$ cat config.mk
export PLATFORM = sky130hd
export DESIGN_NAME = bsf_ctrl_flat
export DESIGN_NICKNAME = d
export VERILOG_FILES = /design/src/hw/rtl/bsf_pkg.sv /design/src/hw/rtl/bsf_if.sv /design/src/hw/rtl/bsf_ctrl.sv /design/src/flat_wrapper.sv
export SDC_FILE = /design/constraint.sdc
export NUM_CORES = 1
export LEC_CHECK = 0
export ABC_AREA = 0
export BUFFER_PORTS_ARGS = -buffer_cell sky130_fd_sc_hd__buf_4
export CORE_MARGIN = 5
export CORE_UTILIZATION = 50
export DETAILED_ROUTE_END_ITERATION = 10
export PLACE_DENSITY_LB_ADDON = 0.12
export SLEW_MARGIN = 5
export SYNTH_ARGS = -nofsm -noshare
export SYNTH_HDL_FRONTEND = slang
export SYNTH_SLANG_ARGS = --single-unit
$ cat constraint.sdc
create_clock -name clk -period 7.9 [get_ports clk]
set_input_delay 1.975 -clock clk [delete_from_list [all_inputs] [get_ports clk]]
set_output_delay 1.975 -clock clk [all_outputs]
set_load 0.01 [all_outputs]
$ cat src/hw/rtl/bsf_pkg.sv
// shared types and constants of the bad sector filter
`default_nettype none

package bsf_pkg;

	localparam int TABLE_DEPTH  = 64;
	localparam int SECTOR_BYTES = 512;
	localparam int MAX_LENGTH   = 131072;

	localparam int SECTOR_SHIFT = $clog2(SECTOR_BYTES);
	localparam int OFFSET_W     = 40;
	localparam int DISK_W       = 41;
	localparam int LEN_W        = 18;
	localparam int SECTOR_W     = 31;
	localparam int SPARE_W      = 16;
	localparam int COUNT_W      = 7;
	localparam int CFG_INDEX_W  = 2;

	localparam logic [CFG_INDEX_W-1:0] CFG_DISK_BYTES  = 2'd0;
	localparam logic [CFG_INDEX_W-1:0] CFG_SPARE_TOTAL = 2'd1;

	typedef enum logic [1:0] {
		OP_CLEAR = 2'd0,
		OP_ADD   = 2'd1,
		OP_READ  = 2'd2,
		OP_WRITE = 2'd3
	} op_t;

	typedef enum logic [1:0] {
		ST_OK         = 2'd0,
		ST_IO_ERROR   = 2'd1,
		ST_PAST_END   = 2'd2,
		ST_TABLE_FULL = 2'd3
	} status_t;

	typedef struct packed {
		op_t                 op;
		logic [OFFSET_W-1:0] byte_offset;
		logic [LEN_W-1:0]    length;
		logic [SECTOR_W-1:0] sector_number;
	} req_item_t;

	typedef struct packed {
		status_t            status;
		logic [LEN_W-1:0]   granted_length;
		logic [SPARE_W-1:0] spares_left;
		logic [COUNT_W-1:0] bad_count;
	} rsp_item_t;

	typedef struct packed {
		logic [CFG_INDEX_W-1:0] index;
		logic [DISK_W-1:0]      value;
	} cfg_item_t;

	// contents of one table cell, moved between neighbors
	typedef struct packed {
		logic                valid;
		logic                ge;
		logic                le;
		logic [SECTOR_W-1:0] value;
	} cell_t;

	typedef struct packed {
		logic clear;
		logic insert;
		logic scan;
		logic remove;
	} cell_cmd_t;

	typedef struct packed {
		logic [SECTOR_W-1:0] sec;
		logic [SECTOR_W-1:0] lo;
		logic [SECTOR_W-1:0] hi;
	} cell_key_t;

	typedef struct packed {
		logic any_hit;
		logic dup;
	} chain_stat_t;

endpackage

`default_nettype wire

$ cat src/hw/rtl/bsf_if.sv
// valid/ready channel interfaces of the bad sector filter
`default_nettype none

interface bsf_req_if;
	logic               valid;
	logic               ready;
	bsf_pkg::req_item_t data;
	modport source (output valid, output data, input ready);
	modport sink (input valid, input data, output ready);
endinterface

interface bsf_rsp_if;
	logic               valid;
	logic               ready;
	bsf_pkg::rsp_item_t data;
	modport source (output valid, output data, input ready);
	modport sink (input valid, input data, output ready);
endinterface

interface bsf_cfg_if;
	logic               valid;
	logic               ready;
	bsf_pkg::cfg_item_t data;
	modport source (output valid, output data, input ready);
	modport sink (input valid, input data, output ready);
endinterface

`default_nettype wire

$ cat src/hw/rtl/bsf_ctrl.sv
// sequencer, clipping arithmetic, counters and result register
`default_nettype none

module bsf_ctrl (
	input  wire                    clk,
	input  wire                    arst_n,
	bsf_req_if.sink                req,
	bsf_rsp_if.source              rsp,
	bsf_cfg_if.sink                cfg,
	input  bsf_pkg::chain_stat_t   stat,
	output bsf_pkg::cell_cmd_t     cmd,
	output bsf_pkg::cell_key_t     key
);

	typedef enum logic [5:0] {
		S_IDLE   = 6'b000001,
		S_EXEC   = 6'b000010,
		S_RANGE  = 6'b000100,
		S_SCAN   = 6'b001000,
		S_REPAIR = 6'b010000,
		S_FINISH = 6'b100000
	} state_t;

	state_t                         state_q;
	state_t                         state_d;
	bsf_pkg::op_t                   op_q;
	logic [bsf_pkg::OFFSET_W-1:0]   off_q;
	logic [bsf_pkg::LEN_W-1:0]      len_q;
	logic [bsf_pkg::SECTOR_W-1:0]   sec_q;
	logic [bsf_pkg::SECTOR_W-1:0]   lo_q;
	logic [bsf_pkg::SECTOR_W-1:0]   hi_q;
	logic [bsf_pkg::DISK_W-1:0]     disk_q;
	logic [bsf_pkg::SPARE_W-1:0]    spare_total_q;
	logic [bsf_pkg::SPARE_W-1:0]    spare_q;
	logic [bsf_pkg::COUNT_W-1:0]    count_q;
	bsf_pkg::status_t               status_q;
	logic [bsf_pkg::LEN_W-1:0]      gran_q;
	logic                           out_valid_q;

	logic                           req_fire;
	logic                           cfg_fire;
	logic                           out_load;
	logic                           full;
	logic                           past;
	logic [bsf_pkg::LEN_W-1:0]      len_sat;
	logic [bsf_pkg::DISK_W-1:0]     room;
	logic [bsf_pkg::LEN_W-1:0]      grant;
	logic [bsf_pkg::DISK_W-1:0]     end_addr;

	assign req.ready = (state_q == S_IDLE);
	assign cfg.ready = 1'b1;
	assign rsp.valid = out_valid_q;
	assign req_fire  = req.valid && req.ready;
	assign cfg_fire  = cfg.valid && cfg.ready;
	assign out_load  = (state_q == S_FINISH) && (!out_valid_q || rsp.ready);
	assign full      = (count_q == bsf_pkg::COUNT_W'(bsf_pkg::TABLE_DEPTH));

	assign past     = bsf_pkg::DISK_W'(off_q) >= disk_q;
	assign len_sat  = (len_q > bsf_pkg::LEN_W'(bsf_pkg::MAX_LENGTH)) ?
		bsf_pkg::LEN_W'(bsf_pkg::MAX_LENGTH) : len_q;
	assign room     = disk_q - bsf_pkg::DISK_W'(off_q);
	assign grant    = (bsf_pkg::DISK_W'(len_sat) > room) ?
		room[bsf_pkg::LEN_W-1:0] : len_sat;
	// inclusive last byte of the access
	assign end_addr = bsf_pkg::DISK_W'(off_q) + bsf_pkg::DISK_W'(gran_q)
		- bsf_pkg::DISK_W'(1);

	assign key.sec = sec_q;
	assign key.lo  = lo_q;
	assign key.hi  = hi_q;

	always_comb begin
		cmd     = '0;
		state_d = state_q;
		unique case (state_q)
			S_IDLE: begin
				if (req_fire) state_d = S_EXEC;
			end
			S_EXEC: begin
				state_d = S_FINISH;
				unique case (op_q)
					bsf_pkg::OP_CLEAR: cmd.clear = 1'b1;
					bsf_pkg::OP_ADD:   cmd.insert = !stat.dup && !full;
					bsf_pkg::OP_READ, bsf_pkg::OP_WRITE: begin
						if (!past) state_d = S_RANGE;
					end
				endcase
			end
			S_RANGE: begin
				state_d = (gran_q == '0) ? S_FINISH : S_SCAN;
			end
			S_SCAN: begin
				cmd.scan = 1'b1;
				state_d  = S_REPAIR;
			end
			S_REPAIR: begin
				if (op_q == bsf_pkg::OP_WRITE && stat.any_hit && spare_q != '0) begin
					cmd.remove = 1'b1;
				end else begin
					state_d = S_FINISH;
				end
			end
			S_FINISH: begin
				if (out_load) state_d = S_IDLE;
			end
			default: state_d = S_IDLE;
		endcase
	end

	always_ff @(posedge clk or negedge arst_n) begin
		if (!arst_n) begin
			state_q       <= S_IDLE;
			disk_q        <= '0;
			spare_total_q <= '0;
			spare_q       <= '0;
			count_q       <= '0;
			out_valid_q   <= 1'b0;
		end else begin
			state_q <= state_d;
			if (cfg_fire) begin
				unique case (cfg.data.index)
					bsf_pkg::CFG_DISK_BYTES:  disk_q <= cfg.data.value;
					bsf_pkg::CFG_SPARE_TOTAL: spare_total_q <= cfg.data.value[bsf_pkg::SPARE_W-1:0];
					default: ;
				endcase
			end
			if (cmd.clear) begin
				count_q <= '0;
				spare_q <= spare_total_q;
			end else if (cmd.insert) begin
				count_q <= count_q + bsf_pkg::COUNT_W'(1);
			end else if (cmd.remove) begin
				count_q <= count_q - bsf_pkg::COUNT_W'(1);
				spare_q <= spare_q - bsf_pkg::SPARE_W'(1);
			end
			if (out_load) begin
				out_valid_q <= 1'b1;
			end else if (rsp.ready) begin
				out_valid_q <= 1'b0;
			end
		end
	end

	always_ff @(posedge clk) begin
		if (req_fire) begin
			op_q  <= req.data.op;
			off_q <= req.data.byte_offset;
			len_q <= req.data.length;
			sec_q <= req.data.sector_number;
		end
		if (state_q == S_EXEC) begin
			if (op_q == bsf_pkg::OP_ADD && !stat.dup && full) begin
				status_q <= bsf_pkg::ST_TABLE_FULL;
			end else if ((op_q == bsf_pkg::OP_READ || op_q == bsf_pkg::OP_WRITE) && past) begin
				status_q <= bsf_pkg::ST_PAST_END;
			end else begin
				status_q <= bsf_pkg::ST_OK;
			end
			if ((op_q == bsf_pkg::OP_READ || op_q == bsf_pkg::OP_WRITE) && !past) begin
				gran_q <= grant;
			end else begin
				gran_q <= '0;
			end
		end
		if (state_q == S_RANGE) begin
			lo_q <= bsf_pkg::SECTOR_W'(off_q >> bsf_pkg::SECTOR_SHIFT);
			hi_q <= bsf_pkg::SECTOR_W'(end_addr >> bsf_pkg::SECTOR_SHIFT);
		end
		if (state_q == S_REPAIR && stat.any_hit) begin
			if (op_q == bsf_pkg::OP_READ || spare_q == '0) begin
				status_q <= bsf_pkg::ST_IO_ERROR;
			end
		end
		if (out_load) begin
			rsp.data.status         <= status_q;
			rsp.data.granted_length <= (status_q == bsf_pkg::ST_OK) ? gran_q : '0;
			rsp.data.spares_left    <= spare_q;
			rsp.data.bad_count      <= count_q;
		end
	end

endmodule

`default_nettype wire

$ cat src/flat_wrapper.sv
// flat-port wrapper written by rule: the top's interface ports become plain ports
module bsf_ctrl_flat 
  (clk, arst_n, stat, cmd, key, req_valid, req_data, req_ready, rsp_valid, rsp_data, rsp_ready, cfg_valid, cfg_data, cfg_ready);
  bsf_req_if req_i ();
  bsf_rsp_if rsp_i ();
  bsf_cfg_if cfg_i ();
  input  wire clk;
  input  wire arst_n;
  input  bsf_pkg::chain_stat_t stat;
  output bsf_pkg::cell_cmd_t cmd;
  output bsf_pkg::cell_key_t key;
  input wire logic [$bits(req_i.valid)-1:0] req_valid;
  input wire logic [$bits(req_i.data)-1:0] req_data;
  output wire logic [$bits(req_i.ready)-1:0] req_ready;
  output wire logic [$bits(rsp_i.valid)-1:0] rsp_valid;
  output wire logic [$bits(rsp_i.data)-1:0] rsp_data;
  input wire logic [$bits(rsp_i.ready)-1:0] rsp_ready;
  input wire logic [$bits(cfg_i.valid)-1:0] cfg_valid;
  input wire logic [$bits(cfg_i.data)-1:0] cfg_data;
  output wire logic [$bits(cfg_i.ready)-1:0] cfg_ready;
  assign req_i.valid = req_valid;
  assign req_i.data = req_data;
  assign req_ready = req_i.ready;
  assign rsp_valid = rsp_i.valid;
  assign rsp_data = rsp_i.data;
  assign rsp_i.ready = rsp_ready;
  assign cfg_i.valid = cfg_valid;
  assign cfg_i.data = cfg_data;
  assign cfg_ready = cfg_i.ready;
  bsf_ctrl u_core (.clk(clk), .arst_n(arst_n), .req(req_i), .rsp(rsp_i), .cfg(cfg_i), .stat(stat), .cmd(cmd), .key(key));
endmodule
==> metrics.txt <==
Max stage delay on crit path=slightly below 0.6 ns; antenna diode count=0; critical-path cell list=or4_1 > nor3_1 > nand2_1 > nor3_1 > nand2_1 > nand4_1 > inv_1 > buf_4; area occupied by multi-input gates=approximately 7000 um^2; WP data required=5.93 ns; sink of the worst hold path=u_core.lo_q[8]; WHS Path Cells=0; H-tree depth=2; Power Dens Cells=318 nW/um^2; Period minus WS final=roughly 5.5 ns; Worst R2R End=u_core.gran_q[15]; outcome=completed; cts bufs inserted=35; worst slew pin tran=0.883 ns; post-route ant nets=0; Crit Path Category=reg2out; Syn. warnings=0; Vias=around 12000; final setup violating endpoints=0; final slew viol count=0; Worst Skew=around 0.024 ns; r2r setup slk=2.90 ns; Worst Hold Class=reg2reg; vias in the first global route=approximately 12000; width of the die=191 um; FF-to-FF path depth=17; peak supply drop=0.203 mV; Async S/R FF share, synth=roughly 29%; final hold slack=between 0.4 and 0.5 ns; dpl hpwl=~31000 um; Area growth syn-to-layout=22.2%; Syn Std Cell Area=~16000 um^2; Placer Congestion=between 0.8 and 0.9; ratio of cells with drive above 1 in the final layout=25.3%; Reg area=8640 um^2; slowest library cell on the worst path=or4_1; row cnt=66; met2 GRT Util=between 30% and 40%; unrepaired setup endpoints after global routing=false; CP endpoint kind=output port; grt ovf=0; Worst R2R Start=u_core.off_q[1]; Hold Path Origin=u_core.off_q[17]; TritonCTS clock tree=yes; All-Layer GR Usage=around 22%; # fillers=2714; die area=36500 um^2; largest cells by area after synthesis=edfxtp_1 (39%), dfrtp_1 (13%), ha_1 (9.0%); worst setup margin=about 2.4 ns; crit path DAT=3.52 ns; Die Ht=191 um; final core occ=61.6%; Setup crit start kind=register; number of max-cap violations=0; Sink Count=303; wirelength, routed=40900 um; Yosys reg bits=just over 300; Core ar.=32500 um^2; Mean Syn Cell Area=~11 um^2; Yosys top cell area share=39.3%; Sum Neg Setup Slack=0 ns; syn_nets=1715; synth unique cells=93; met1 Use GR=32.1%; hold-fix buffers at CTS=0; largest area contributor in the netlist=edfxtp_1; clock-pin slew on the worst setup and hold paths=0.06 ns; DP Worst Slack=approximately 2.6 ns; clock root buffer=clkbuf_16; Initial Util=slightly above 50%; initial antenna violation count=0; Final Hold Vio Count=0; pin count of the biggest net entering global routing=64; Rel. slew slack=roughly two fifths; Fmax achieved=182 MHz; vias per cell=between 5 and 6; leakage power=8.38 nW; clk buf depth=3; IO Count=around 280; Post-synth EDFFs=between 200 and 250; first-pass GRT wire length=64000 um; post-CTS setup buffers=0; number of I/O port buffers=approximately 280; nets=1995; main flop type after synthesis=edfxtp_1; Gate Count Post-Synth=1454; GRT busiest layer=met2; most frequent cells after synthesis=edfxtp_1 (214), inv_1 (126), ha_1 (118); # DRC=0; fin crit share=69.5%; top-count cell post-synth=edfxtp_1; post_cts resized=0; first-pass detailed-route iteration total=5; initial DRC count=771; insertion delay to the later sink of the worst-skew pair=0.53 ns; Seq/Total Area, Yosys=52.8%; grt met3 use=5.73%; Wirelength per Cell=around 19 um; Max FO, Critical Path=15
-- how the worst max path moves through the flow --
stage                            startpoint  endpoint  slack, ns
final                     u_core.spare_q[4]    cmd[0]       2.41
after global routing      u_core.spare_q[4]    cmd[0]       2.22
after CTS                 u_core.spare_q[4]    cmd[0]       2.47
after detailed placement            stat[1]    cmd[0]       2.59
after global placement              stat[1]    cmd[0]       2.68
after floorplan                     stat[1]    cmd[0]       3.25
-- logic make-up (layout without fill, tap and decap cells) --
logic type | Yosys count | in the layout | synth area share, %
AO/OA/AOI/OAI | 335 | 335 | 13.2
XOR/XNOR | 55 | 55 | 2.94
adder cells (fa/ha/maj) | 120 | 120 | 9.27
buffers and inverters | 169 | 476 | 4.41
flip-flops | 303 | 303 | 52.8
multiplexers | 59 | 59 | 4.04
other | 1 | 1 | 0.0229
AND/OR/NAND/NOR | 412 | 412 | 13.3
-- critical path: cells and delay by family (launching register included) --
| family | cells | cell delay, ns |
|---|---|---|
| buffers and inverters | 2 | 0.60 |
| flip-flops | 1 | 0.44 |
| AND/OR/NAND/NOR | 6 | 1.96 |
-- per-layer routing --
| metal | part of all wire (%) | vias up | routed length, um |
|---|---|---|---|
| li1 | - | 5930 | - |
| met5 | 0 | - | 0 |
| met4 | 1.8 | 0 | 744 |
| met1 | 45 | 5775 | 18600 |
| met3 | 8.8 | 48 | 3600 |
| met2 | 44 | 433 | 17900 |
-- sequential cells by signal (all words and copies together), names as in the netlist --
register,flops
u_core.count_q,7
u_core.disk_q,41
u_core.gran_q,18
u_core.hi_q,31
u_core.len_q,18
u_core.lo_q,31
u_core.off_q,40
u_core.op_q,2
u_core.rsp.data,43
u_core.rsp.valid,1
u_core.sec_q,31
u_core.spare_q,16
u_core.spare_total_q,16
u_core.state_q,6
u_core.status_q,2
-- power breakdown --
| part | internal [mW] | leakage [nW] | switching, mW |
|---|---|---|---|
| logic | 0.997 | 4.79 | 1.42 |
| registers | 2.11 | 3.02 | 0.227 |
| clock network | 0.957 | 0.572 | 0.656 |
-- cells in the final DEF, fill, tap and decap left out, drive strengths merged, types with 8 or more instances in the layout --
| cell type | n |
|---|---|
| a211oi | 15 |
| a21o | 26 |
| a21oi | 94 |
| a31oi | 11 |
| and2 | 13 |
| and3 | 8 |
| buf | 286 |
| clkbuf | 46 |
| clkinv | 12 |
| dfrtp | 86 |
| edfxtp | 214 |
| ha | 118 |
| inv | 128 |
| mux2 | 57 |
| nand2 | 91 |
| nand2b | 14 |
| nand3 | 22 |
| nand4 | 27 |
| nor2 | 88 |
| nor2b | 16 |
| nor3 | 51 |
| nor4 | 23 |
| o21a | 22 |
| o21ai | 89 |
| o31ai | 8 |
| or3 | 26 |
| xnor2 | 37 |
| xor2 | 18 |
-- through the flow --
step	std cells	power (mW)	cell area, um^2
2_1_floorplan	1454	4.08	16400
4_1_cts	2203	6.39	20000
3_5_place_dp	2139	4.75	18800
6_report	2203	6.36	20000
5_1_grt	2203	6.79	20000
3_3_place_gp	2139	4.68	18800
-- cell type report --
type	instances	area share, %
sequential	303	43.2
multi-input combinational	982	35.1
timing repair buffer	286	10.7
clock buffer	46	4.95
tap	442	2.77
inverter	126	2.37
clock inverter	18	0.839
Note: power is estimated with default switching activity, not from simulation.
