--- src/hw/rtl/bsf_pkg.sv ---
// shared types and constants of the bad sector filter
`default_nettype none

package bsf_pkg;

	localparam int TABLE_DEPTH  = 64;
	localparam int SECTOR_BYTES = 512;
	localparam int MAX_LENGTH   = 131072;

	localparam int SECTOR_SHIFT = $clog2(SECTOR_BYTES);
	localparam int OFFSET_W     = 40;
	localparam int DISK_W       = 41;
	localparam int LEN_W        = 18;
	localparam int SECTOR_W     = 31;
	localparam int SPARE_W      = 16;
	localparam int COUNT_W      = 7;
	localparam int CFG_INDEX_W  = 2;

	localparam logic [CFG_INDEX_W-1:0] CFG_DISK_BYTES  = 2'd0;
	localparam logic [CFG_INDEX_W-1:0] CFG_SPARE_TOTAL = 2'd1;

	typedef enum logic [1:0] {
		OP_CLEAR = 2'd0,
		OP_ADD   = 2'd1,
		OP_READ  = 2'd2,
		OP_WRITE = 2'd3
	} op_t;

	typedef enum logic [1:0] {
		ST_OK         = 2'd0,
		ST_IO_ERROR   = 2'd1,
		ST_PAST_END   = 2'd2,
		ST_TABLE_FULL = 2'd3
	} status_t;

	typedef struct packed {
		op_t                 op;
		logic [OFFSET_W-1:0] byte_offset;
		logic [LEN_W-1:0]    length;
		logic [SECTOR_W-1:0] sector_number;
	} req_item_t;

	typedef struct packed {
		status_t            status;
		logic [LEN_W-1:0]   granted_length;
		logic [SPARE_W-1:0] spares_left;
		logic [COUNT_W-1:0] bad_count;
	} rsp_item_t;

	typedef struct packed {
		logic [CFG_INDEX_W-1:0] index;
		logic [DISK_W-1:0]      value;
	} cfg_item_t;

	// contents of one table cell, moved between neighbors
	typedef struct packed {
		logic                valid;
		logic                ge;
		logic                le;
		logic [SECTOR_W-1:0] value;
	} cell_t;

	typedef struct packed {
		logic clear;
		logic insert;
		logic scan;
		logic remove;
	} cell_cmd_t;

	typedef struct packed {
		logic [SECTOR_W-1:0] sec;
		logic [SECTOR_W-1:0] lo;
		logic [SECTOR_W-1:0] hi;
	} cell_key_t;

	typedef struct packed {
		logic any_hit;
		logic dup;
	} chain_stat_t;

endpackage

`default_nettype wire

--- src/hw/rtl/bsf_cell.sv ---
// one cell of the sorted bad sector chain
`default_nettype none

module bsf_cell (
	input  wire                 clk,
	input  wire                 arst_n,
	input  bsf_pkg::cell_cmd_t  cmd,
	input  bsf_pkg::cell_key_t  key,
	input  bsf_pkg::cell_t      left,
	input  wire                 left_gt,
	input  bsf_pkg::cell_t      right,
	output bsf_pkg::cell_t      cur,
	output logic                gt,
	output logic                eq,
	output logic                hit
);

	logic                         valid_q;
	logic                         ge_q;
	logic                         le_q;
	logic [bsf_pkg::SECTOR_W-1:0] value_q;
	logic                         shift;

	// invalid cells sort above every sector
	assign gt    = !valid_q || (value_q > key.sec);
	assign eq    = valid_q && (value_q == key.sec);
	assign hit   = valid_q && ge_q && le_q;
	assign shift = !valid_q || ge_q;

	assign cur.valid = valid_q;
	assign cur.ge    = ge_q;
	assign cur.le    = le_q;
	assign cur.value = value_q;

	always_ff @(posedge clk or negedge arst_n) begin
		if (!arst_n) begin
			valid_q <= 1'b0;
		end else if (cmd.clear) begin
			valid_q <= 1'b0;
		end else if (cmd.insert && gt) begin
			valid_q <= left_gt ? left.valid : 1'b1;
		end else if (cmd.remove && shift) begin
			valid_q <= right.valid;
		end
	end

	always_ff @(posedge clk) begin
		if (cmd.insert && gt) begin
			value_q <= left_gt ? left.value : key.sec;
			ge_q    <= left.ge;
			le_q    <= left.le;
		end else if (cmd.scan) begin
			ge_q <= value_q >= key.lo;
			le_q <= value_q <= key.hi;
		end else if (cmd.remove && shift) begin
			value_q <= right.value;
			ge_q    <= right.ge;
			le_q    <= right.le;
		end
	end

endmodule

`default_nettype wire

--- config.mk ---
export PLATFORM = sky130hd
export DESIGN_NAME = bsf_cell
export DESIGN_NICKNAME = d
export VERILOG_FILES = /design/src/hw/rtl/bsf_pkg.sv /design/src/hw/rtl/bsf_cell.sv
export SDC_FILE = /design/constraint.sdc
export NUM_CORES = 1
export LEC_CHECK = 0
export BUFFER_PORTS_ARGS = -buffer_cell sky130_fd_sc_hd__buf_2
export CORE_ASPECT_RATIO = 1.75
export CORE_MARGIN = 5
export CORE_UTILIZATION = 31
export CTS_CLUSTER_DIAMETER = 60
export DETAILED_ROUTE_END_ITERATION = 7
export GPL_ROUTABILITY_DRIVEN = 0
export PLACE_DENSITY = 0.56
export SYNTH_ARGS = -nofsm -noshare
export SYNTH_HDL_FRONTEND = slang
export SYNTH_SLANG_ARGS = --single-unit
--- constraint.sdc ---
create_clock -name clk -period 4.2 [get_ports clk]
set_input_delay 0.21 -clock clk [delete_from_list [all_inputs] [get_ports clk]]
set_output_delay 0.21 -clock clk [all_outputs]
set_load 0.02 [all_outputs]
==> flow_summary.json, run 1 <==
{
  "status": "finished, final reports clean",
  "antenna_found_initial": 0,
  "rows": 57,
  "leakage_nw": 3.10,
  "hold_viol": 0,
  "viasPerCell": 4.88,
  "start_util_pct": 31.4,
  "synth_edf_count": 33,
  "critPathKind": "reg -> reg",
  "rsz0062_at_grt": "false",
  "utilization_pct": 40.8,
  "final.period_utilization_pct": 83.7,
  "first_pass_iters": 4,
  "totalWireLength_um": 14700,
  "p_int_w": 0.000960,
  "grt_pass1_vias": 4832,
  "die_x_um": 99.5,
  "cp-end-kind": "flip-flop",
  "synthCells": 493,
  "relSlewSlack_pct": 26.0,
  "synth_cell_types": 47,
  "grt_pass1_wl_um": 22800,
  "stdcell_count": 872,
  "die_area_um2": 16600,
  "reg2regPathDepth": 8,
  "r2r_start": "value_q[30]$_DFFE_PP_",
  "r2r_end": "value_q[0]$_DFFE_PP_",
  "power_frac_clock_pct": 24.0,
  "yosysWarnings": 0,
  "placed_cell_area_um2": 5500,
  "p_total_w": 0.00154,
  "cp_max_fo": 20,
  "setup_violations": 0,
  "wl_per_cell_um": 16.9,
  "path_clk_slew_ns": 0.06,
  "final_area_um2": 5650,
  "vias": 4254,
  "drc": 0,
  "clock-root-buffer": "clkbuf_16",
  "async_flop_share_pct": 2.94,
  "cts_tree": "yes",
  "h-tree-depth": 2,
  "drv_cap": 0,
  "combPwrFrac_pct": 44.1,
  "tightest_slew_ns": 1.11,
  "layout-drive-gt1-share_pct": 36.4,
  "numCtsBuffers": 5,
  "start_kind": "flip-flop",
  "grt_remaining_overflow": 0,
  "fin_skew_ns": 0.00778,
  "ys_ff_latch": 34,
  "synth-main-ff-cell": "edfxtp_1",
  "min_delay_worst_endpoint": "valid_q$_DFFE_PN0P_",
  "p_sw_share_pct": 37.5,
  "yosysSeqAreaShare_pct": 23.4,
  "grt_usage_pct": 17.4,
  "ir_drop_mv": 0.155,
  "min-delay-start": "cmd[3]",
  "coreArea_um2": 13800,
  "clockBufferDepth": 2,
  "num-nets-final": 955,
  "p_sw_w": 0.000576,
  "period_needed_ns": 3.52,
  "grt_max_degree": 41,
  "io_buffers": 204,
  "syn_to_final_growth_pct": 30.0,
  "drv_slew": 0,
  "num_io_pins": 205,
  "p_seq_share_pct": 31.9,
  "placed_cells": 863,
  "holdCritPathClass": "in -> reg",
  "dp_hpwl_um": 12800,
  "clock.fmax_ghz": 0.284,
  "antenna_left": 0,
  "worstHoldPathCells": 3,
  "die_h_um": 167,
  "cp.arrival_ns": 3.55,
  "regToRegSetupSlack_ns": 0.68,
  "cp.required_ns": 4.24,
  "synth.avg_cell_area_um2": 8.82,
  "n_antenna_cell": 0,
  "setup-tns-final_ns": 0,
  "cts_resized": 0,
  "synth_area_um2": 4350,
  "p_per_area_nw_per_um2": 272,
  "cts_sinks": 34,
  "fill_cells": 1475,
  "drt_iter0_drc": 125,
  "syn_nets": 754,
  "insertion_delay_ns": 0.28
}
cell usage after synthesis (2+ instances only):
library cell  count  area (µm²)
nor4_1            4        25.0
nor3_1            3        15.0
o21a_1            3        22.5
buf_12            3        60.1
ha_1             93        1160
inv_1            98         368
clkbuf_1          7        26.3
buf_4             3        22.5
mux2_2            4        45.0
nor2b_1           2        12.5
nand2_1          46         173
mux2_4           28         420
a21boi_0          2        15.0
a21oi_1          34         170
a21o_1            5        37.5
o21ai_0          45         225
a2111oi_0         3        26.3
nand3b_1          2        15.0
nor2_1           15        56.3
nand4_1          14        87.6
o211ai_1          4        30.0
o31ai_1           4        30.0
edfxtp_1         33         991
nand3_1          11        55.1
a211oi_1          4        30.0
nand2b_1          2        12.5
timing repair:
item / 4_1_cts / 5_1_grt
hold endpoints to repair: 1 / 0
buffers inserted: 0 / 0
hold buffers: 1 / 0
per-stage QoR:
stage                     hold WS (ns)  setup slack, ns
after global routing             0.178            0.428
after CTS                        0.167            0.609
after global placement        -0.00878            0.739
after floorplan                -0.0856            0.545
after detailed placement       -0.0111            0.624
final                            0.171            0.684
cell usage in the layout, fill, tap and decap left out, types with 2 or more instances in the layout:
cell type,instances
a21o_1,5
a21oi_1,34
nand2_1,46
a211oi_1,4
o21a_1,2
nor3_1,3
mux2_4,28
mux2_2,4
nor2b_1,2
a2111oi_0,3
buf_2,204
nand3b_1,2
o21ai_0,44
clkbuf_16,5
nand4_1,14
o31ai_1,4
o211ai_1,4
a21boi_0,2
ha_1,93
nor2_1,15
buf_4,3
nand2b_1,2
nand3_1,11
nor4_1,4
edfxtp_1,33
inv_1,98
critical path, stage by stage, from the launching register on:
cell      delay [ns]
edfxtp_1        0.44
ha_1            0.36
nand4_2         0.18
nor4_2          0.38
nand2_1         0.16
a211oi_2        0.34
o21a_2          0.67
buf_4           0.37
mux2_2          0.36
sequential cells by signal, indices dropped and copies added (netlist names):
signal,count
ge_q,1
le_q,1
valid_q,1
value_q,31
how the worst max path moves through the flow:
| stage | start | endpoint | slack, ns | depth (start not counted) |
|---|---|---|---|---|
| 2_1_floorplan | value_q[30]$_DFFE_PP_ | value_q[0]$_DFFE_PP_ | 0.54 | 7 |
| 3_3_place_gp | value_q[30]$_DFFE_PP_ | value_q[1]$_DFFE_PP_ | 0.74 | 8 |
| 3_5_place_dp | value_q[30]$_DFFE_PP_ | value_q[0]$_DFFE_PP_ | 0.62 | 8 |
| 4_1_cts | value_q[30]$_DFFE_PP_ | value_q[0]$_DFFE_PP_ | 0.61 | 8 |
| 5_1_grt | value_q[29]$_DFFE_PP_ | value_q[0]$_DFFE_PP_ | 0.43 | 8 |
| 6_report | value_q[30]$_DFFE_PP_ | value_q[0]$_DFFE_PP_ | 0.68 | 8 |
cell type report:
type                       instances  area [µm²]  area share, %
timing repair buffer             208        1050           18.6
multi-input combinational        347        2860           50.5
tap                              177         221           3.92
inverter                          98         368           6.51
clock inverter                     2        8.76          0.155
sequential                        34        1020           18.0
clock buffer                       6         129           2.28
power by group through the flow:
stage / logic, W / clock network [W] / registers (W)
2_1_floorplan: 0.000400 / 0 / 0.000531
3_3_place_gp: 0.000669 / 0 / 0.000496
3_5_place_dp: 0.000683 / 0 / 0.000499
4_1_cts: 0.000688 / 0.000379 / 0.000492
5_1_grt: 0.000760 / 0.000389 / 0.000498
6_report: 0.000678 / 0.000368 / 0.000490
logic make-up after synthesis:
group / count (synthesis) / synth area share (%)
AOI/OAI and AO/OA: 118 / 16.5
adders and majority gates: 93 / 26.8
buffers and inverters: 112 / 11.2
DFF: 34 / 23.4
muxes: 32 / 10.7
and+or+nand+nor: 104 / 11.4
metal layers:
metal	up-vias	track usage (%)	share of wire [%]
met5	-	0	0
met4	0	6.72	3.3
met3	25	1.93	4.4
met2	131	35.2	58
met1	1948	17.2	34
li1	2150	-	-
No activity file was read; power rests on OpenSTA's default activity.
==> inputs of run 2 (changes only) <==
Settings changed: ABC_AREA set to 1, PLACE_DENSITY 0.56 to 0.58.
Clock period 4.2 ns to 3.07 ns, I/O delays scaled along.
==> flow_summary.json, run 2 <==
{
  "wl_met1_um": 5260,
  "cp.arrival_ns": 2.63,
  "die_area_um2": 16900,
  "crit_start": "value_q[30]$_DFFE_PP_",
  "p_per_area_nw_per_um2": 369,
  "synth_cell_types": 29,
  "period_needed_ns": 2.48,
  "met2_length_um": 8090,
  "dp_hpwl_um": 12800,
  "first_pass_iters": 4,
  "die_x_um": 100,
  "wl_per_cell_um": 14.2,
  "p_total_w": 0.00212,
  "rows": 58,
  "synth.most_common_cell": "nand2_1",
  "ff_latch_area_um2": 1020,
  "cts_tree": "yes",
  "num-nets-final": 1114,
  "synth-main-ff-cell": "edfxtp_1",
  "leakage_nw": 3.49,
  "async_flop_share_pct": 2.94,
  "crit_cells": 11,
  "synth_area_um2": 4440,
  "drc": 0,
  "vias": 4717,
  "n_antenna_cell": 0,
  "cp.required_ns": 3.22,
  "setup_violations": 0,
  "regToRegSetupSlack_ns": 0.59,
  "path_buf_inv": 1,
  "viasPerCell": 4.56,
  "ys_ff_latch": 34,
  "cts_resized": 0,
  "fill_cells": 1638,
  "totalWireLength_um": 14700,
  "top_layer_used": "met4",
  "tightest_slew_ns": 1.13,
  "antenna_left": 0,
  "die_h_um": 168,
  "path_clk_slew_ns": 0.06,
  "synth_edf_count": 33,
  "final_common_cell": "nand2_1",
  "start_util_pct": 31.2,
  "setup-tns-final_ns": 0,
  "synth.avg_cell_area_um2": 6.79,
  "coreArea_um2": 14200,
  "crit_path_end": "value_q[3]$_DFFE_PP_",
  "critPathKind": "reg -> reg",
  "largest_reg_flops": 31,
  "yosysSeqAreaShare_pct": 22.9,
  "num_io_pins": 205,
  "drv_slew": 0,
  "cts_sinks": 34,
  "met3_length_um": 888,
  "reg2regPathDepth": 11,
  "grt_pass1_vias": 4662,
  "insertion_delay_ns": 0.29,
  "grt_pass1_wl_um": 22600,
  "relSlewSlack_pct": 24.5,
  "io_buffers": 204,
  "fin_skew_ns": 0.0104,
  "final.period_utilization_pct": 80.7,
  "path_common_cell": "nand2_1",
  "drt_iter0_drc": 203,
  "hold_viol": 0,
  "synthTopCellsByCount": "nand2_1, inv_1, ha_1, o21ai_0, a21oi_1",
  "syn_nets": 915,
  "layout-drive-gt1-share_pct": 26.7,
  "cp_slowest_cell": "inv_2",
  "yosysWarnings": 0,
  "cp_cell_sequence": "ha_1, nand2_1, nor2_2, nand3_2, nor3_2, nand2_1, nand2_2, nand3_2, inv_2, nand2_1, nand2_1",
  "drv_cap": 0,
  "syn_to_final_growth_pct": 29.7,
  "r2r_start": "value_q[30]$_DFFE_PP_",
  "layout_common_cells": "nand2_1, buf_2, inv_1",
  "status": "finished, final reports clean",
  "synth_area_leaders": "ha_1, edfxtp_1, nand2_1",
  "clock-root-buffer": "clkbuf_16",
  "clock.fmax_ghz": 0.404,
  "antenna_found_initial": 0,
  "rsz0062_at_grt": "false",
  "yosys.area.top_type": "ha_1",
  "cp-end-kind": "flip-flop",
  "r2r_end": "value_q[3]$_DFFE_PP_",
  "holdCritPathClass": "in -> reg",
  "cp_slowest_stage_delay_ns": 0.52,
  "start_kind": "flip-flop",
  "numCtsBuffers": 5,
  "critPathTopFamily": "simple AND/OR/NAND/NOR gates",
  "grt_max_degree": 48,
  "grt_usage_pct": 17.2,
  "min-delay-start": "cmd[3]",
  "ir_drop_mv": 0.214,
  "clockBufferDepth": 2,
  "synthCells": 654,
  "grt_remaining_overflow": 0,
  "cp_max_fo": 33,
  "top_register": "value_q",
  "h-tree-depth": 2,
  "yosys.area.top_type_share_pct": 26.2,
  "multi_input_area_um2": 2850
}
==> run 2: cell types whose count changed after synthesis, moves of 4 or more <==
| cell | previous run | this run |
|---|---|---|
| nand2_2 | 0 | 4 |
| mux2_4 | 28 | 0 |
| nor2_1 | 15 | 30 |
| a211oi_1 | 4 | 0 |
| inv_1 | 98 | 125 |
| o31ai_1 | 4 | 0 |
| a21oi_1 | 34 | 41 |
| nand2_1 | 46 | 223 |
| o211ai_1 | 4 | 0 |
| nand4_1 | 14 | 9 |
==> run 2: repair_timing <==
action	in CTS	in global routing
buffers inserted	0	0
hold endpoints to repair	1	0
hold buffers	1	0
==> run 2: where the power goes <==
part,total [W],switching (W),internal [W]
clock,0.000503,0.000200,0.000302
sequential,0.000681,0.0000788,0.000602
combinational,0.000939,0.000564,0.000375
total,0.00212,0.000843,0.00128
==> run 2: worst min path at each step <==
stage,endpoint,slack (ns),depth (start not counted)
6_report,valid_q$_DFFE_PN0P_,0.09,4
4_1_cts,valid_q$_DFFE_PN0P_,0.09,4
3_5_place_dp,valid_q$_DFFE_PN0P_,-0.07,1
5_1_grt,valid_q$_DFFE_PN0P_,0.1,4
2_1_floorplan,valid_q$_DFFE_PN0P_,-0.14,0
3_3_place_gp,valid_q$_DFFE_PN0P_,-0.07,1
==> run 2: cell type report <==
cell class                 count  area share (%)
clock buffer                   8            2.37
sequential                    34            17.6
inverter                     126            8.21
multi-input combinational    477            49.4
timing repair buffer         209            18.4
tap                          180            3.91
==> run 2: through the flow <==
step / std cells / setup slack [ns] / hold WS [ns] / instance area, µm² / util, %
final: 1034 / 0.593 / 0.0857 / 5760 / 40.5
after global routing: 1034 / 0.239 / 0.0959 / 5760 / 40.5
after CTS: 1034 / 0.558 / 0.0870 / 5760 / 40.5
after detailed placement: 1025 / 0.571 / -0.0708 / 5610 / 39.5
after global placement: 1025 / 0.625 / -0.0722 / 5610 / 39.5
after floorplan: 654 / 0.481 / -0.142 / 4440 / -
==> run 2: per-layer routing <==
layer / vias up / track usage [%]
li1: 2484 / -
met1: 2061 / 17.3
met2: 142 / 33.7
met3: 30 / 2.74
met4: 0 / 6.98
met5: - / 0
==> run 2: cell families after synthesis <==
family                   share of synthesized area (%)
AND/OR/NAND/NOR                                   26.9
buffers and inverters                             13.3
adder cells (fa/ha/maj)                           26.2
AO/OA/AOI/OAI                                     10.5
flip-flops                                        22.9
multiplexers                                     0.254
==> run 2: worst register-to-register path, cell delays in order, from the launching register on <==
cell and delay (ns):
edfxtp_1 0.44, ha_1 0.32, nand2_1 0.08, nor2_2 0.17, nand3_2 0.12, nor3_2 0.16
nand2_1 0.09, nand2_2 0.07, nand3_2 0.14, inv_2 0.52, nand2_1 0.13, nand2_1 0.08
==> inputs of run 3 (changes only) <==
Clock period 3.07 ns to 2.07 ns, I/O delays scaled along.
==> flow_summary.json, run 3 (same netlist as run 2, synthesis figures left out) <==
{
  "grt_usage_pct": 17.4,
  "die_x_um": 100,
  "insertion_delay_ns": 0.28,
  "grt_pass1_wl_um": 23100,
  "p_per_area_nw_per_um2": 552,
  "rsz0062_at_grt": "true",
  "min_delay_worst_endpoint": "valid_q$_DFFE_PN0P_",
  "dp_hpwl_um": 13200,
  "holdCritPathClass": "in -> reg",
  "cp_slowest_cell": "edfxtp_1",
  "io_buffers": 204,
  "status": "complete, but fails checks",
  "hold_viol": 0,
  "period_needed_ns": 2.15,
  "largest_reg_flops": 31,
  "first_pass_iters": 4,
  "antenna_found_initial": 1,
  "clockBufferDepth": 2,
  "setup-tns-final_ns": -1.53,
  "combPwrFrac_pct": 50.0,
  "grt_max_degree": 26,
  "die_area_um2": 16900,
  "r2r_start": "value_q[6]$_DFFE_PP_",
  "cp.arrival_ns": 2.18,
  "vias": 4948,
  "cp-end-kind": "flip-flop",
  "violations": "negative setup slack",
  "cts_tree": "yes",
  "cp_cell_sequence": "buf_4, buf_4, buf_4, ha_1, nand2_1, o21a_1, nand2_1, nand2_1, nand2_1, nand2_1, a21oi_1, o21ai_0",
  "num_io_pins": 205,
  "numCtsBuffers": 5,
  "critPathTopFamily": "compound AO/OA/AOI/OAI gates",
  "rows": 58,
  "setup_violations": 58,
  "critPathKind": "reg -> reg",
  "coreArea_um2": 14200,
  "fin_ws_ns": -0.0821,
  "syn_to_final_growth_pct": 45.7,
  "drt_iter0_drc": 191,
  "layout-drive-gt1-share_pct": 34.5,
  "path_common_cell": "nand2_1",
  "num-nets-final": 1173,
  "reg2regPathDepth": 12,
  "die_h_um": 168,
  "worstHoldPathCells": 4,
  "drv_cap": 0,
  "final.period_utilization_pct": 104,
  "p_sw_share_pct": 37.5,
  "cp_max_fo": 3,
  "drv_slew": 0,
  "layout_common_cells": "nand2_1, buf_2, inv_1",
  "cts_sinks": 34,
  "r2r_end": "le_q$_DFFE_PP_",
  "viasPerCell": 4.53,
  "grt_pass1_vias": 4874,
  "antenna_left": 0,
  "cp.required_ns": 2.10,
  "wl_per_cell_um": 13.9,
  "relSlewSlack_pct": 74.0,
  "clock-root-buffer": "clkbuf_16",
  "fin_skew_ns": 0.00529,
  "p_int_w": 0.00223,
  "drc": 0,
  "top_register": "value_q",
  "cp_slowest_stage_delay_ns": 0.39,
  "final_common_cell": "nand2_1",
  "ir_drop_mv": 0.333,
  "pre_cts_slack_ns": -0.125,
  "whs_ns": 0.0533,
  "power_frac_clock_pct": 23.5,
  "start_util_pct": 31.2,
  "grt_remaining_overflow": 0,
  "path_buf_inv": 3,
  "clock.fmax_ghz": 0.465,
  "leakage_nw": 3.82,
  "h-tree-depth": 2,
  "tightest_slew_ns": 0.387,
  "regToRegSetupSlack_ns": -0.08,
  "path_clk_slew_ns": 0.05,
  "p_seq_share_pct": 26.5,
  "p_sw_w": 0.00134,
  "min-delay-start": "cmd[3]",
  "totalWireLength_um": 15200,
  "start_kind": "flip-flop"
}
run 3: cell count changes in the layout (fill, tap and decap cells not counted), sizes merged:
cell / change
buf: +59
diode: +1
clkinv: +1
clkbuf: -3
bufinv: +1
run 3: worst min-delay path: stages:
cell     delay (ns)
buf_2          0.07
inv_1          0.03
nand2_1        0.06
nor2_1         0.03
run 3: routing by layer:
| layer | GRT usage, % | vias up | wire, µm |
|---|---|---|---|
| li1 | - | 2604 | - |
| met1 | 17.0 | 2185 | 5330 |
| met2 | 35.3 | 141 | 8480 |
| met5 | 0 | - | 0 |
| met4 | 6.16 | 0 | 461 |
| met3 | 2.45 | 18 | 916 |
run 3: worst max-delay path by stage:
stage / start / end / slack (ns) / cells after the start
after floorplan: value_q[28]$_DFFE_PP_ / value_q[0]$_DFFE_PP_ / -0.33 / 11
after global placement: value_q[2]$_DFFE_PP_ / le_q$_DFFE_PP_ / -0.17 / 10
after global routing: value_q[4]$_DFFE_PP_ / le_q$_DFFE_PP_ / -0.22 / 10
after detailed placement: value_q[6]$_DFFE_PP_ / le_q$_DFFE_PP_ / -0.13 / 12
after CTS: value_q[22]$_DFFE_PP_ / le_q$_DFFE_PP_ / -0.10 / 11
final: value_q[6]$_DFFE_PP_ / le_q$_DFFE_PP_ / -0.08 / 12
run 3: layout make-up:
| type | count | area, µm² |
|---|---|---|
| Clock buffer | 5 | 125 |
| Inverter | 126 | 473 |
| Clock inverter | 2 | 33.8 |
| Antenna cell | 1 | 2.50 |
| Fill cell | 1589 | 7750 |
| Multi-Input combinational cell | 477 | 3030 |
| Sequential cell | 34 | 1020 |
| Tap cell | 180 | 225 |
| Timing Repair Buffer | 268 | 1570 |
run 3: timing repair:
item / CTS / global route
pin swaps: 4 / 7
hold buffers: 1 / 0
endpoints found under the setup margin: 69 / 69
hold endpoints to repair: 1 / 0
buffers inserted: 2 / 6
resized for setup: 11 / 30
run 3: power by group through the flow:
stage	logic, W	registers, W	clock network [W]
final	0.00178	0.000947	0.000841
after global routing	0.00202	0.000957	0.000901
after CTS	0.00172	0.000945	0.000867
after detailed placement	0.00167	0.000958	0
after global placement	0.00167	0.000954	0
after floorplan	0.000827	0.00109	0
run 3: stage by stage:
stage	cells	total power (W)	cell area [µm²]	util, %
2_1_floorplan	654	0.00192	4450	-
3_3_place_gp	1076	0.00262	6030	42.4
3_5_place_dp	1076	0.00263	6030	42.4
4_1_cts	1086	0.00353	6270	44.1
5_1_grt	1093	0.00388	6470	45.5
6_report	1093	0.00357	6470	45.5
